===== src/rtl/core/mbist_pkg.sv =====
// ----------------------------------------------------------------------------
// mbist_pkg
// Shared codes and types for the memory bus and cell self-test sequencer.
// ----------------------------------------------------------------------------
`default_nettype none

package mbist_pkg;

  // Sequencer phase codes
  localparam logic [4:0] PH_IDLE        = 5'd0;
  localparam logic [4:0] PH_DB_W        = 5'd1;
  localparam logic [4:0] PH_DB_R        = 5'd2;
  localparam logic [4:0] PH_AB_FILL     = 5'd3;
  localparam logic [4:0] PH_AB_ANTI0    = 5'd4;
  localparam logic [4:0] PH_AB_CHK      = 5'd5;
  localparam logic [4:0] PH_AB_RESTORE0 = 5'd6;
  localparam logic [4:0] PH_AB_PW       = 5'd7;
  localparam logic [4:0] PH_AB_P0       = 5'd8;
  localparam logic [4:0] PH_AB_PCHK     = 5'd9;
  localparam logic [4:0] PH_AB_PRESTORE = 5'd10;
  localparam logic [4:0] PH_DV_FILL     = 5'd11;
  localparam logic [4:0] PH_DV_CHK      = 5'd12;
  localparam logic [4:0] PH_DV_INV      = 5'd13;
  localparam logic [4:0] PH_DV_ICHK     = 5'd14;
  localparam logic [4:0] PH_DV_CLR      = 5'd15;
  localparam logic [4:0] PH_DONE        = 5'd16;

  // Result operation codes
  localparam logic [1:0] OP_WRITE = 2'd0;
  localparam logic [1:0] OP_READ  = 2'd1;
  localparam logic [1:0] OP_PASS  = 2'd2;
  localparam logic [1:0] OP_FAIL  = 2'd3;

  // Failing test codes
  localparam logic [1:0] FT_NONE = 2'd0;
  localparam logic [1:0] FT_DATA = 2'd1;
  localparam logic [1:0] FT_ADDR = 2'd2;
  localparam logic [1:0] FT_DEV  = 2'd3;

  // Configuration register indexes
  localparam logic [1:0] CFG_BASE   = 2'd0;
  localparam logic [1:0] CFG_REGION = 2'd1;
  localparam logic [1:0] CFG_MASK   = 2'd2;

  // Test mask bits
  localparam int MASK_DB = 0;
  localparam int MASK_AB = 1;
  localparam int MASK_DV = 2;

  localparam int CFG_W  = 17;
  localparam int OFF_W  = 17;
  localparam int BASE_W = 16;

  localparam logic [15:0] PAT_A = 16'hAAAA;
  localparam logic [15:0] PAT_N = 16'h5555;

  // Step passes: at most six silent phase hops, then the one that issues
  localparam int MAX_PASSES = 7;

  typedef struct packed {
    logic [BASE_W-1:0] base_address;
    logic [OFF_W-1:0]  region_words;
    logic [2:0]        test_mask;
  } cfg_t;

  typedef struct packed {
    logic [4:0]       phase;
    logic [OFF_W-1:0] offset;
    logic [OFF_W-1:0] probe_offset;
    logic             read_pending;
    logic [1:0]       pend_test;
  } ctl_t;

  typedef struct packed {
    logic [1:0] op;
    logic [1:0] failed_test;
  } res_t;

endpackage

`default_nettype wire


===== src/rtl/core/mbist_step.sv =====
// ----------------------------------------------------------------------------
// mbist_step
// Next-step logic: checks a returned read and picks the next operation.
// ----------------------------------------------------------------------------
`default_nettype none

module mbist_step #(
  parameter int DATA_WIDTH = 16,
  parameter int ADDR_WIDTH = 16
) (
  input  mbist_pkg::cfg_t        cfg,
  input  mbist_pkg::ctl_t        ctl,
  input  logic [DATA_WIDTH-1:0]  pattern,
  input  logic [DATA_WIDTH-1:0]  expected,
  input  logic [DATA_WIDTH-1:0]  pend_value,
  input  logic                   kind,
  input  logic [DATA_WIDTH-1:0]  read_data,
  output mbist_pkg::ctl_t        ctl_next,
  output logic [DATA_WIDTH-1:0]  pattern_next,
  output logic [DATA_WIDTH-1:0]  expected_next,
  output logic [DATA_WIDTH-1:0]  pend_value_next,
  output logic                   emit,
  output mbist_pkg::res_t        res,
  output logic [ADDR_WIDTH-1:0]  address,
  output logic [DATA_WIDTH-1:0]  write_data,
  output logic [DATA_WIDTH-1:0]  fail_value
);

  localparam int OW = mbist_pkg::OFF_W;
  localparam int SW = (ADDR_WIDTH > OW + 1) ? ADDR_WIDTH : OW + 1;

  // data source select
  localparam logic [2:0] DS_PAT  = 3'd0;
  localparam logic [2:0] DS_A    = 3'd1;
  localparam logic [2:0] DS_N    = 3'd2;
  localparam logic [2:0] DS_INC  = 3'd3;
  localparam logic [2:0] DS_INV  = 3'd4;
  localparam logic [2:0] DS_ZERO = 3'd5;

  // fail value source select
  localparam logic [1:0] PV_PAT = 2'd0;
  localparam logic [1:0] PV_OFF = 2'd1;
  localparam logic [1:0] PV_PRB = 2'd2;

  function automatic logic [ADDR_WIDTH-1:0] addr_of(input logic [OW-1:0] off,
                                                    input logic [15:0] base);
    logic [SW-1:0] sum;
    sum = SW'(base) + SW'(off);
    return sum[ADDR_WIDTH-1:0];
  endfunction

  logic [4:0]            ph;
  logic [OW-1:0]         off;
  logic [OW-1:0]         prb;
  logic [OW-1:0]         ao;
  logic [OW-1:0]         amask;
  logic [OW-1:0]         n;
  logic [OW-1:0]         ao_inc;
  logic [DATA_WIDTH-1:0] pat;
  logic [DATA_WIDTH-1:0] dp;
  logic [DATA_WIDTH-1:0] data;
  logic [ADDR_WIDTH-1:0] op_addr;
  logic                  rp;
  logic                  go;
  logic [1:0]            op;
  logic [1:0]            pt;
  logic [1:0]            ft;
  logic [2:0]            dsel;
  logic [1:0]            pvsel;

  assign n     = cfg.region_words;
  assign amask = (cfg.region_words != '0) ? (cfg.region_words - OW'(1)) : '0;

  always_comb begin
    ph    = ctl.phase;
    off   = ctl.offset;
    prb   = ctl.probe_offset;
    rp    = ctl.read_pending;
    pt    = ctl.pend_test;
    pat   = pattern;
    go    = 1'b0;
    emit  = 1'b0;
    op    = mbist_pkg::OP_WRITE;
    ft    = mbist_pkg::FT_NONE;
    ao    = '0;
    dp    = pattern;
    dsel  = DS_ZERO;
    pvsel = PV_PAT;
    fail_value = '0;

    if (!kind) begin
      ph  = mbist_pkg::PH_DB_W;
      pat = DATA_WIDTH'(1);
      off = '0;
      prb = '0;
      rp  = 1'b0;
      go  = 1'b1;
    end else if (ph == mbist_pkg::PH_IDLE) begin
      go = 1'b0;
    end else if (rp && (read_data != expected)) begin
      ph   = mbist_pkg::PH_IDLE;
      rp   = 1'b0;
      emit = 1'b1;
      op   = mbist_pkg::OP_FAIL;
      ft   = ctl.pend_test;
      fail_value = pend_value;
    end else begin
      go = 1'b1;
    end

    // Walk through silent phase hops until an operation or verdict comes out
    for (int i = 0; i < mbist_pkg::MAX_PASSES; i++) begin
      if (go) begin
        case (ph)
          mbist_pkg::PH_DB_W: begin
            if (!cfg.test_mask[mbist_pkg::MASK_DB] || pat == '0) begin
              ph  = mbist_pkg::PH_AB_FILL;
              off = OW'(1);
            end else begin
              ph = mbist_pkg::PH_DB_R;
              go = 1'b0; emit = 1'b1; op = mbist_pkg::OP_WRITE; rp = 1'b0;
              ao = '0; dp = pat; dsel = DS_PAT;
            end
          end
          mbist_pkg::PH_DB_R: begin
            dp  = pat;
            pat = pat << 1;
            ph  = mbist_pkg::PH_DB_W;
            go = 1'b0; emit = 1'b1; op = mbist_pkg::OP_READ; rp = 1'b1;
            ao = '0; dsel = DS_PAT; pt = mbist_pkg::FT_DATA; pvsel = PV_PAT;
          end
          mbist_pkg::PH_AB_FILL: begin
            if (!cfg.test_mask[mbist_pkg::MASK_AB]) begin
              ph  = mbist_pkg::PH_DV_FILL;
              off = '0;
            end else if ((off & amask) == '0) begin
              ph = mbist_pkg::PH_AB_ANTI0;
            end else begin
              ao  = off;
              off = off << 1;
              go = 1'b0; emit = 1'b1; op = mbist_pkg::OP_WRITE; rp = 1'b0;
              dsel = DS_A;
            end
          end
          mbist_pkg::PH_AB_ANTI0: begin
            off = OW'(1);
            ph  = mbist_pkg::PH_AB_CHK;
            go = 1'b0; emit = 1'b1; op = mbist_pkg::OP_WRITE; rp = 1'b0;
            ao = '0; dsel = DS_N;
          end
          mbist_pkg::PH_AB_CHK: begin
            if ((off & amask) == '0) begin
              ph = mbist_pkg::PH_AB_RESTORE0;
            end else begin
              ao  = off;
              off = off << 1;
              go = 1'b0; emit = 1'b1; op = mbist_pkg::OP_READ; rp = 1'b1;
              dsel = DS_A; pt = mbist_pkg::FT_ADDR; pvsel = PV_OFF;
            end
          end
          mbist_pkg::PH_AB_RESTORE0: begin
            prb = OW'(1);
            ph  = mbist_pkg::PH_AB_PW;
            go = 1'b0; emit = 1'b1; op = mbist_pkg::OP_WRITE; rp = 1'b0;
            ao = '0; dsel = DS_A;
          end
          mbist_pkg::PH_AB_PW: begin
            if ((prb & amask) == '0) begin
              ph  = mbist_pkg::PH_DV_FILL;
              off = '0;
            end else begin
              ph = mbist_pkg::PH_AB_P0;
              go = 1'b0; emit = 1'b1; op = mbist_pkg::OP_WRITE; rp = 1'b0;
              ao = prb; dsel = DS_N;
            end
          end
          mbist_pkg::PH_AB_P0: begin
            off = OW'(1);
            ph  = mbist_pkg::PH_AB_PCHK;
            go = 1'b0; emit = 1'b1; op = mbist_pkg::OP_READ; rp = 1'b1;
            ao = '0; dsel = DS_A; pt = mbist_pkg::FT_ADDR; pvsel = PV_PRB;
          end
          mbist_pkg::PH_AB_PCHK: begin
            // the probed bit itself is skipped
            if (off == prb) off = off << 1;
            if ((off & amask) == '0) begin
              ph = mbist_pkg::PH_AB_PRESTORE;
            end else begin
              ao  = off;
              off = off << 1;
              go = 1'b0; emit = 1'b1; op = mbist_pkg::OP_READ; rp = 1'b1;
              dsel = DS_A; pt = mbist_pkg::FT_ADDR; pvsel = PV_PRB;
            end
          end
          mbist_pkg::PH_AB_PRESTORE: begin
            ao  = prb;
            prb = prb << 1;
            ph  = mbist_pkg::PH_AB_PW;
            go = 1'b0; emit = 1'b1; op = mbist_pkg::OP_WRITE; rp = 1'b0;
            dsel = DS_A;
          end
          mbist_pkg::PH_DV_FILL: begin
            if (!cfg.test_mask[mbist_pkg::MASK_DV]) begin
              ph = mbist_pkg::PH_DONE;
            end else if (off >= n) begin
              off = '0;
              ph  = mbist_pkg::PH_DV_CHK;
            end else begin
              ao  = off;
              off = off + OW'(1);
              go = 1'b0; emit = 1'b1; op = mbist_pkg::OP_WRITE; rp = 1'b0;
              dsel = DS_INC;
            end
          end
          mbist_pkg::PH_DV_CHK: begin
            if (off >= n) begin
              off = '0;
              ph  = mbist_pkg::PH_DV_ICHK;
            end else begin
              ao = off;
              ph = mbist_pkg::PH_DV_INV;
              go = 1'b0; emit = 1'b1; op = mbist_pkg::OP_READ; rp = 1'b1;
              dsel = DS_INC; pt = mbist_pkg::FT_DEV; pvsel = PV_OFF;
            end
          end
          mbist_pkg::PH_DV_INV: begin
            ao  = off;
            off = off + OW'(1);
            ph  = mbist_pkg::PH_DV_CHK;
            go = 1'b0; emit = 1'b1; op = mbist_pkg::OP_WRITE; rp = 1'b0;
            dsel = DS_INV;
          end
          mbist_pkg::PH_DV_ICHK: begin
            if (off >= n) begin
              off = '0;
              ph  = mbist_pkg::PH_DV_CLR;
            end else begin
              ao  = off;
              off = off + OW'(1);
              go = 1'b0; emit = 1'b1; op = mbist_pkg::OP_READ; rp = 1'b1;
              dsel = DS_INV; pt = mbist_pkg::FT_DEV; pvsel = PV_OFF;
            end
          end
          mbist_pkg::PH_DV_CLR: begin
            if (off >= n) begin
              ph = mbist_pkg::PH_DONE;
            end else begin
              ao  = off;
              off = off + OW'(1);
              go = 1'b0; emit = 1'b1; op = mbist_pkg::OP_WRITE; rp = 1'b0;
              dsel = DS_ZERO;
            end
          end
          mbist_pkg::PH_DONE: begin
            ph = mbist_pkg::PH_IDLE;
            rp = 1'b0;
            go = 1'b0; emit = 1'b1; op = mbist_pkg::OP_PASS;
          end
          default: begin
            ph = mbist_pkg::PH_IDLE;
            rp = 1'b0;
            go = 1'b0;
          end
        endcase
      end
    end
  end

  assign ao_inc  = ao + OW'(1);
  assign op_addr = addr_of(ao, cfg.base_address);

  always_comb begin
    case (dsel)
      DS_PAT:  data = dp;
      DS_A:    data = DATA_WIDTH'(mbist_pkg::PAT_A);
      DS_N:    data = DATA_WIDTH'(mbist_pkg::PAT_N);
      DS_INC:  data = DATA_WIDTH'(ao_inc);
      DS_INV:  data = ~DATA_WIDTH'(ao_inc);
      default: data = '0;
    endcase
  end

  always_comb begin
    ctl_next.phase        = ph;
    ctl_next.offset       = off;
    ctl_next.probe_offset = prb;
    ctl_next.read_pending = rp;
    ctl_next.pend_test    = pt;
    pattern_next          = pat;
    expected_next         = expected;
    pend_value_next       = pend_value;
    if (emit && op == mbist_pkg::OP_READ) begin
      expected_next = data;
      case (pvsel)
        PV_PAT:  pend_value_next = dp;
        PV_OFF:  pend_value_next = DATA_WIDTH'(op_addr);
        PV_PRB:  pend_value_next = DATA_WIDTH'(addr_of(prb, cfg.base_address));
        default: pend_value_next = '0;
      endcase
    end
  end

  assign res.op          = op;
  assign res.failed_test = ft;
  assign address    = (op == mbist_pkg::OP_WRITE || op == mbist_pkg::OP_READ) ? op_addr : '0;
  assign write_data = (op == mbist_pkg::OP_WRITE) ? data : '0;

endmodule

`default_nettype wire


===== config.mk =====
export PLATFORM = sky130hd
export DESIGN_NAME = mbist_step
export DESIGN_NICKNAME = d
export VERILOG_FILES = /design/src/rtl/core/mbist_pkg.sv /design/src/rtl/core/mbist_step.sv
export SDC_FILE = /design/constraint.sdc
export NUM_CORES = 1
export LEC_CHECK = 0
export ABC_AREA = 1
export BUFFER_PORTS_ARGS = -buffer_cell sky130_fd_sc_hd__buf_2
export CAP_MARGIN = 40
export CORE_MARGIN = 1.5
export CORE_UTILIZATION = 24
export DETAILED_ROUTE_END_ITERATION = 16
export PLACE_DENSITY_LB_ADDON = 0.05
export SLEW_MARGIN = 10
export SYNTH_ARGS = -nofsm -noshare
export SYNTH_HDL_FRONTEND = slang
export SYNTH_SLANG_ARGS = --single-unit

===== constraint.sdc =====
create_clock -name vclk -period 50.6
set_clock_uncertainty 0.1 [all_clocks]
set_input_delay 10.12 -clock vclk [all_inputs]
set_output_delay 10.12 -clock vclk [all_outputs]
set_load 0.02 [all_outputs]

=== Word-level counts from Yosys, hierarchy flattened ===
Index checks and enable logic that the tools add are counted.

* Add/subtract/negate cells: 11
* $lt $le $gt $ge: 7
* Equality and inequality tests: 127
* Mux-type cells: 747
* Bitwise logic cells: 22
* Reduce and logical (&&, ||, !) cells: 106

{| class="wikitable"
|+ Operators with widths
! kind !! count
|-
| $mux W17 || 101
|-
| $mux W16 || 90
|-
| $pmux W17 S11 || 7
|-
| $pmux W16 S10 || 6
|-
| $pmux W5 S14 || 7
|-
| $and A17 B17 Y17 || 21
|-
| $logic_not A17 Y1 || 21
|-
| $mux W5 || 66
|-
| $mux W2 || 144
|-
| $eq A5 B4 Y1 const B || 56
|-
| $pmux W17 S2 || 7
|-
| $pmux W3 S13 || 6
|-
| $pmux W16 S2 || 7
|-
| $mux W3 || 68
|-
| $mux W1 || 193
|-
| $pmux W2 S11 || 7
|-
| $eq A5 B3 Y1 const B || 28
|-
| $pmux W2 S5 || 13
|-
| $pmux W16 S8 || 1
|-
| $add A17 B1 Y17 const B || 7
|-
| $eq A17 B17 Y1 || 7
|-
| $ge A17 B17 Y1 || 7
|-
| $logic_not A16 Y1 || 7
|-
| $pmux W16 S5 || 1
|-
| 30 further kinds || 142
|}

* Flip-flop bits (word level): 0
* Input port bits: 143
* Output and inout port bits: 143
* Word-level logic and storage cells: 1020

=== Logic depth before layout (Yosys ltp) ===
* Depth in word-level cells: 71
* Depth in mapped cells: 133
* Depth with buffers taken out: 129

=== Least setup slack after synthesis ===
Ideal clock, no wire load.

* Path type: input -> output
* From: in kind
* To: out pend_value_next[14]
* Data arrival time: 26.652 ns
* Required time: 40.380 ns
* Slack: 13.728 ns
* Stages: 124
* Path buffers: 6
* Cells stage by stage: buf_6 -> buf_2 -> buf_2 -> nand2_1 -> inv_1 -> ha_1 -> nand2_1 -> nor2_1 -> nand3_1 -> nor2_1 -> nand2_1 -> nand2_1 -> nor2_1 -> nand2_1 -> nor2_1 -> nand3_1 -> clkbuf_1 -> nand2_1 -> [88 not listed] -> inv_1 -> fa_1 -> nand3b_1 -> and2_1 -> o21ai_0 -> a21o_1 -> a21oi_1 -> o21ai_0 -> a21o_1 -> a21oi_1 -> o21ai_0 -> a21oi_1 -> o21bai_1 -> xor2_1 -> nand2_1 -> nand3_1 -> nand2_1 -> o21ai_1

* Longest elaborated chain between the ends: 67
* Elaborated cells between the ends (all ways): 759
* Those cells by class: add/sub (8); order compare (7); eq/ne (122); mux (511); bitwise (21); reduce/logical (90)

{| class="wikitable"
|+ Ends and longest elaborated chain
! element !! RTL line !! text
|-
| start, declared || mbist_step.sv:16 || <nowiki>input logic kind,</nowiki>
|-
| $mux W17 || mbist_step.sv:91 || <nowiki>if (!kind) begin</nowiki>
|-
| $eq A17 B17 Y1 || mbist_step.sv:185 || <nowiki>if (off == prb) off = off << 1;</nowiki>
|-
| $mux W17 || mbist_step.sv:185 ||
|-
| $mux W17 || mbist_step.sv:114 || <nowiki>case (ph)</nowiki>
|-
| $mux W17 || mbist_step.sv:113 || <nowiki>if (go) begin</nowiki>
|-
| $and A17 B17 Y17 || mbist_step.sv:186 || <nowiki>if ((off & amask) == '0) begin</nowiki>
|-
| $logic_not A17 Y1 || mbist_step.sv:186 ||
|-
| $mux W17 || mbist_step.sv:186 ||
|-
| [51 not listed] || n/a ||
|-
| $and A17 B17 Y17 || mbist_step.sv:186 ||
|-
| $logic_not A17 Y1 || mbist_step.sv:186 ||
|-
| $mux W16 / $mux W2 (equally long branches) || mbist_step.sv:186 ||
|-
| $pmux W16 S10 (tied with other cells) || mbist_step.sv:114 ||
|-
| $mux W16 / $mux W2 (equally long branches) || mbist_step.sv:113 ||
|-
| $add A16 B16 Y16 (tied with other cells) || mbist_step.sv:48 || <nowiki>sum = SW'(base) + SW'(off);</nowiki>
|-
| $pmux W16 S3 / $logic_and A1 B1 Y1 (equally long branches) || mbist_step.sv:294, mbist_step.sv:292 ||
|-
| $mux W16 * || mbist_step.sv:292 || <nowiki>if (emit && op == mbist_pkg::OP_READ) begin</nowiki>
|-
| end, declared || mbist_step.sv:21 || <nowiki>output logic [DATA_WIDTH-1:0] pend_value_next,</nowiki>
|}

Every way passes the cells marked *; elsewhere a longest branch is shown, timed or not. The select of a mux whose other input is x is not followed.

=== Worst setup path in the final report ===
Ends and elaborated chain as after synthesis.

==> implementation parameters <==
Parameter                              Value

Floorplanning
  Placeable core area    67510 um^2
  Number of top-level pins    286
  Standard-cell row count    95
  Starting Density    24.37%
  Area of the die    around 70000 um^2
  Floorplan die height    264.9 um
  Die Wd    264.9 um

Finish
  Share of cells above drive strength 1    12.25%
  Clock tree buffer count of the final layout    0
  Combined flip-flop and latch cell area    0 um^2
  Total number of nets in the final design    3826
  Final instance count without filler cells    ~4400
  Seq Cell Count    0
  Area overhead of the layout relative to synthesis    14.74%
  # fillers    8159
  Antenna diode count    0
  Area occupied by multi-input gates    between 10000 and 15000 um^2

Critical path
  Critical path capture point type    output pin
  Crit Path Class    input port to output pin
  Arr. time, crit path    31960 ps
  Required time of the critical path    40380 ps
  Crit path launch type    input port
  Biggest cell delay along the critical path    about 570 ps
  Critical-path top delay cell    sky130_fd_sc_hd__nand2_1
  Maximum fanout encountered on the critical timing path    46
  Most common cell type on the critical path    sky130_fd_sc_hd__nand2_1

Logic synthesis
  Instance count of the mapped netlist    3290
  Post-synthesis cell type count    63
  Yosys synthesis warning count    0
  Area share of the largest cell type after synthesis    between 20% and 30%
  Number of nets in the synthesized netlist    3588
  Top-count cell post-synth    sky130_fd_sc_hd__nand2_1
  Cell taking the most area after synthesis    sky130_fd_sc_hd__nand2_1
  Sequential cell area fraction in the yosys report    0%
  Mean post-synth cell area    5.002 um^2
  Leading post-synthesis cells by instance count    sky130_fd_sc_hd__nand2_1, sky130_fd_sc_hd__inv_1, sky130_fd_sc_hd__nor2_1, sky130_fd_sc_hd__nand3_1, sky130_fd_sc_hd__o21ai_0
  Post-synthesis instance area    16460 um^2
  Dominant cells by area after synthesis    sky130_fd_sc_hd__nand2_1, sky130_fd_sc_hd__ha_1, sky130_fd_sc_hd__inv_1

Power
  Maximum VDD drop    0.000005637 V
  Leakage    approximately 11 nW
  Pwr Density    around 15 nW/um^2

STA
  Final cycle utilization of the critical path    83.36%
  Fin. Hold Viols    0
  Tightest slew margin relative to the limit    37.43%
  Upper clock frequency limit    23.71 MHz
  Pin slew with the least headroom to its limit    938.5 ps
  Total negative slack    0 ps
  RSZ-0062 raised after global routing    false
  Final setup violation count    0
  Worst Hold Margin    20460 ps
  Number of max-slew violations in the final report    0
  Time the final worst path needs with I/O delays and setup    approximately 42000 ps

Global route
  Global-route wire length before repair    between 150000 and 200000 um
  Number of antenna violations at the first check in global routing    2
  Grt ovf    0
  Gr usage total    29.14%
  Largest net degree at the start of global routing    68
  Vias in the first global route    22170

Clocking
  Cts repair resizes    0
  Count of hold buffers inserted by post-cts repair    0
  Postcts setup bufs    0

Hold path
  Hold crit path type    input port to output pin

Detailed routing
  First-pass iteration count of the detailed router    7
  Total vias in the final route    roughly 24000
  Overall routed net length    106800 um
  Drt first-iter violations    2704
  Vias/cell    ~5.4
  DRC viols    0
  Antenna violation net count after detailed routing    0
  Per-cell routed wire length    24.28 um

Status
  Run status    complete, no violations

Place
  Routability congestion estimate from global placement    slightly below 1
  Cell total after placement    4398
  Port bufs    285
  Half-perimeter wire length after placement    approximately 91000 um

Run
  Number of max-cap violations    0
-- layer usage --
metal  routed length (um)  share of wire [%]  global-route usage [%]  vias to the layer above
li1                     -                  -                       -                    11370
met1                49330                 46                   41.57                    11150
met2                45040                 42                   44.65                     1127
met3                 9298                8.7                   5.536                      149
met4                 3155                3.0                   6.965                        0
met5                    0                  0                       0                        -
-- area by class of cell --
class / count / share of cell area, %
tap: 873 / 5.785
timing repair buffer: 334 / 9.648
inverter: 519 / 10.32
multi-input combinational: 2673 / 74.25
-- path summary, 6_finish.rpt --
path	start	endpoint	slack (ps)	cells past startpoint
worst max-delay path	kind	pend_value_next[14]	8420	124
worst min-delay path	pend_value[3]	fail_value[3]	20460	4
-- through the flow --
stage / power, mW / setup WS, ps / area [um^2] / utilization (%)
after global routing: 0.3161 / 6180 / 18880 / 27.97
after detailed placement: 0.2833 / 8948 / 18870 / 27.96
final: 0.2901 / 8419 / 18880 / 27.97
after floorplan: 0.1784 / 13730 / 16460 / -
after global placement: 0.2866 / 8490 / 18740 / 27.75
after CTS: 0.2847 / 8888 / 18870 / 27.96
-- critical path: cells and delay by family --
kind / cells / cell delay [ps]
AND/OR/NAND/NOR: 54 / 8110
AO/OA/AOI/OAI: 39 / 6120
buffers and inverters: 21 / 4720
adder cells (fa/ha/maj): 9 / 2550
XOR/XNOR: 1 / 240
-- cells by family (layout without fill, tap and decap cells) --
kind of cell / count (synthesis) / count (layout) / share of synthesized area, %
other: 1 / 1 / 0.02279
multiplexers: 1 / 1 / 0.06083
adder cells (fa/ha/maj): 155 / 155 / 11.88
XOR/XNOR: 45 / 45 / 2.395
AO/OA/AOI/OAI: 550 / 550 / 20.19
AND/OR/NAND/NOR: 1921 / 1921 / 50.59
buffers and inverters: 617 / 853 / 14.86
-- placed cells by master (no fill, tap or decap), types with 14 or more instances in the layout --
cell type,n
sky130_fd_sc_hd__o211ai_1,33
sky130_fd_sc_hd__buf_2,290
sky130_fd_sc_hd__a21oi_1,155
sky130_fd_sc_hd__a211oi_1,23
sky130_fd_sc_hd__nand2_1,916
sky130_fd_sc_hd__nor2_1,449
sky130_fd_sc_hd__nand4_1,119
sky130_fd_sc_hd__inv_1,481
sky130_fd_sc_hd__ha_1,153
sky130_fd_sc_hd__nor4_1,19
sky130_fd_sc_hd__xor2_1,40
sky130_fd_sc_hd__nand3_1,297
sky130_fd_sc_hd__o22ai_1,35
sky130_fd_sc_hd__nor3_1,34
sky130_fd_sc_hd__buf_4,41
sky130_fd_sc_hd__clkinv_1,14
sky130_fd_sc_hd__o21ai_0,158
sky130_fd_sc_hd__inv_2,24
sky130_fd_sc_hd__nand2_2,16
sky130_fd_sc_hd__o21ai_1,32
sky130_fd_sc_hd__nand3b_1,15
-- power breakdown --
part,internal (mW),switching (mW)
Sequential,0,0
Combinational,0.0814,0.209
Clock,0,0
Note: power is estimated with default switching activity, not from simulation.
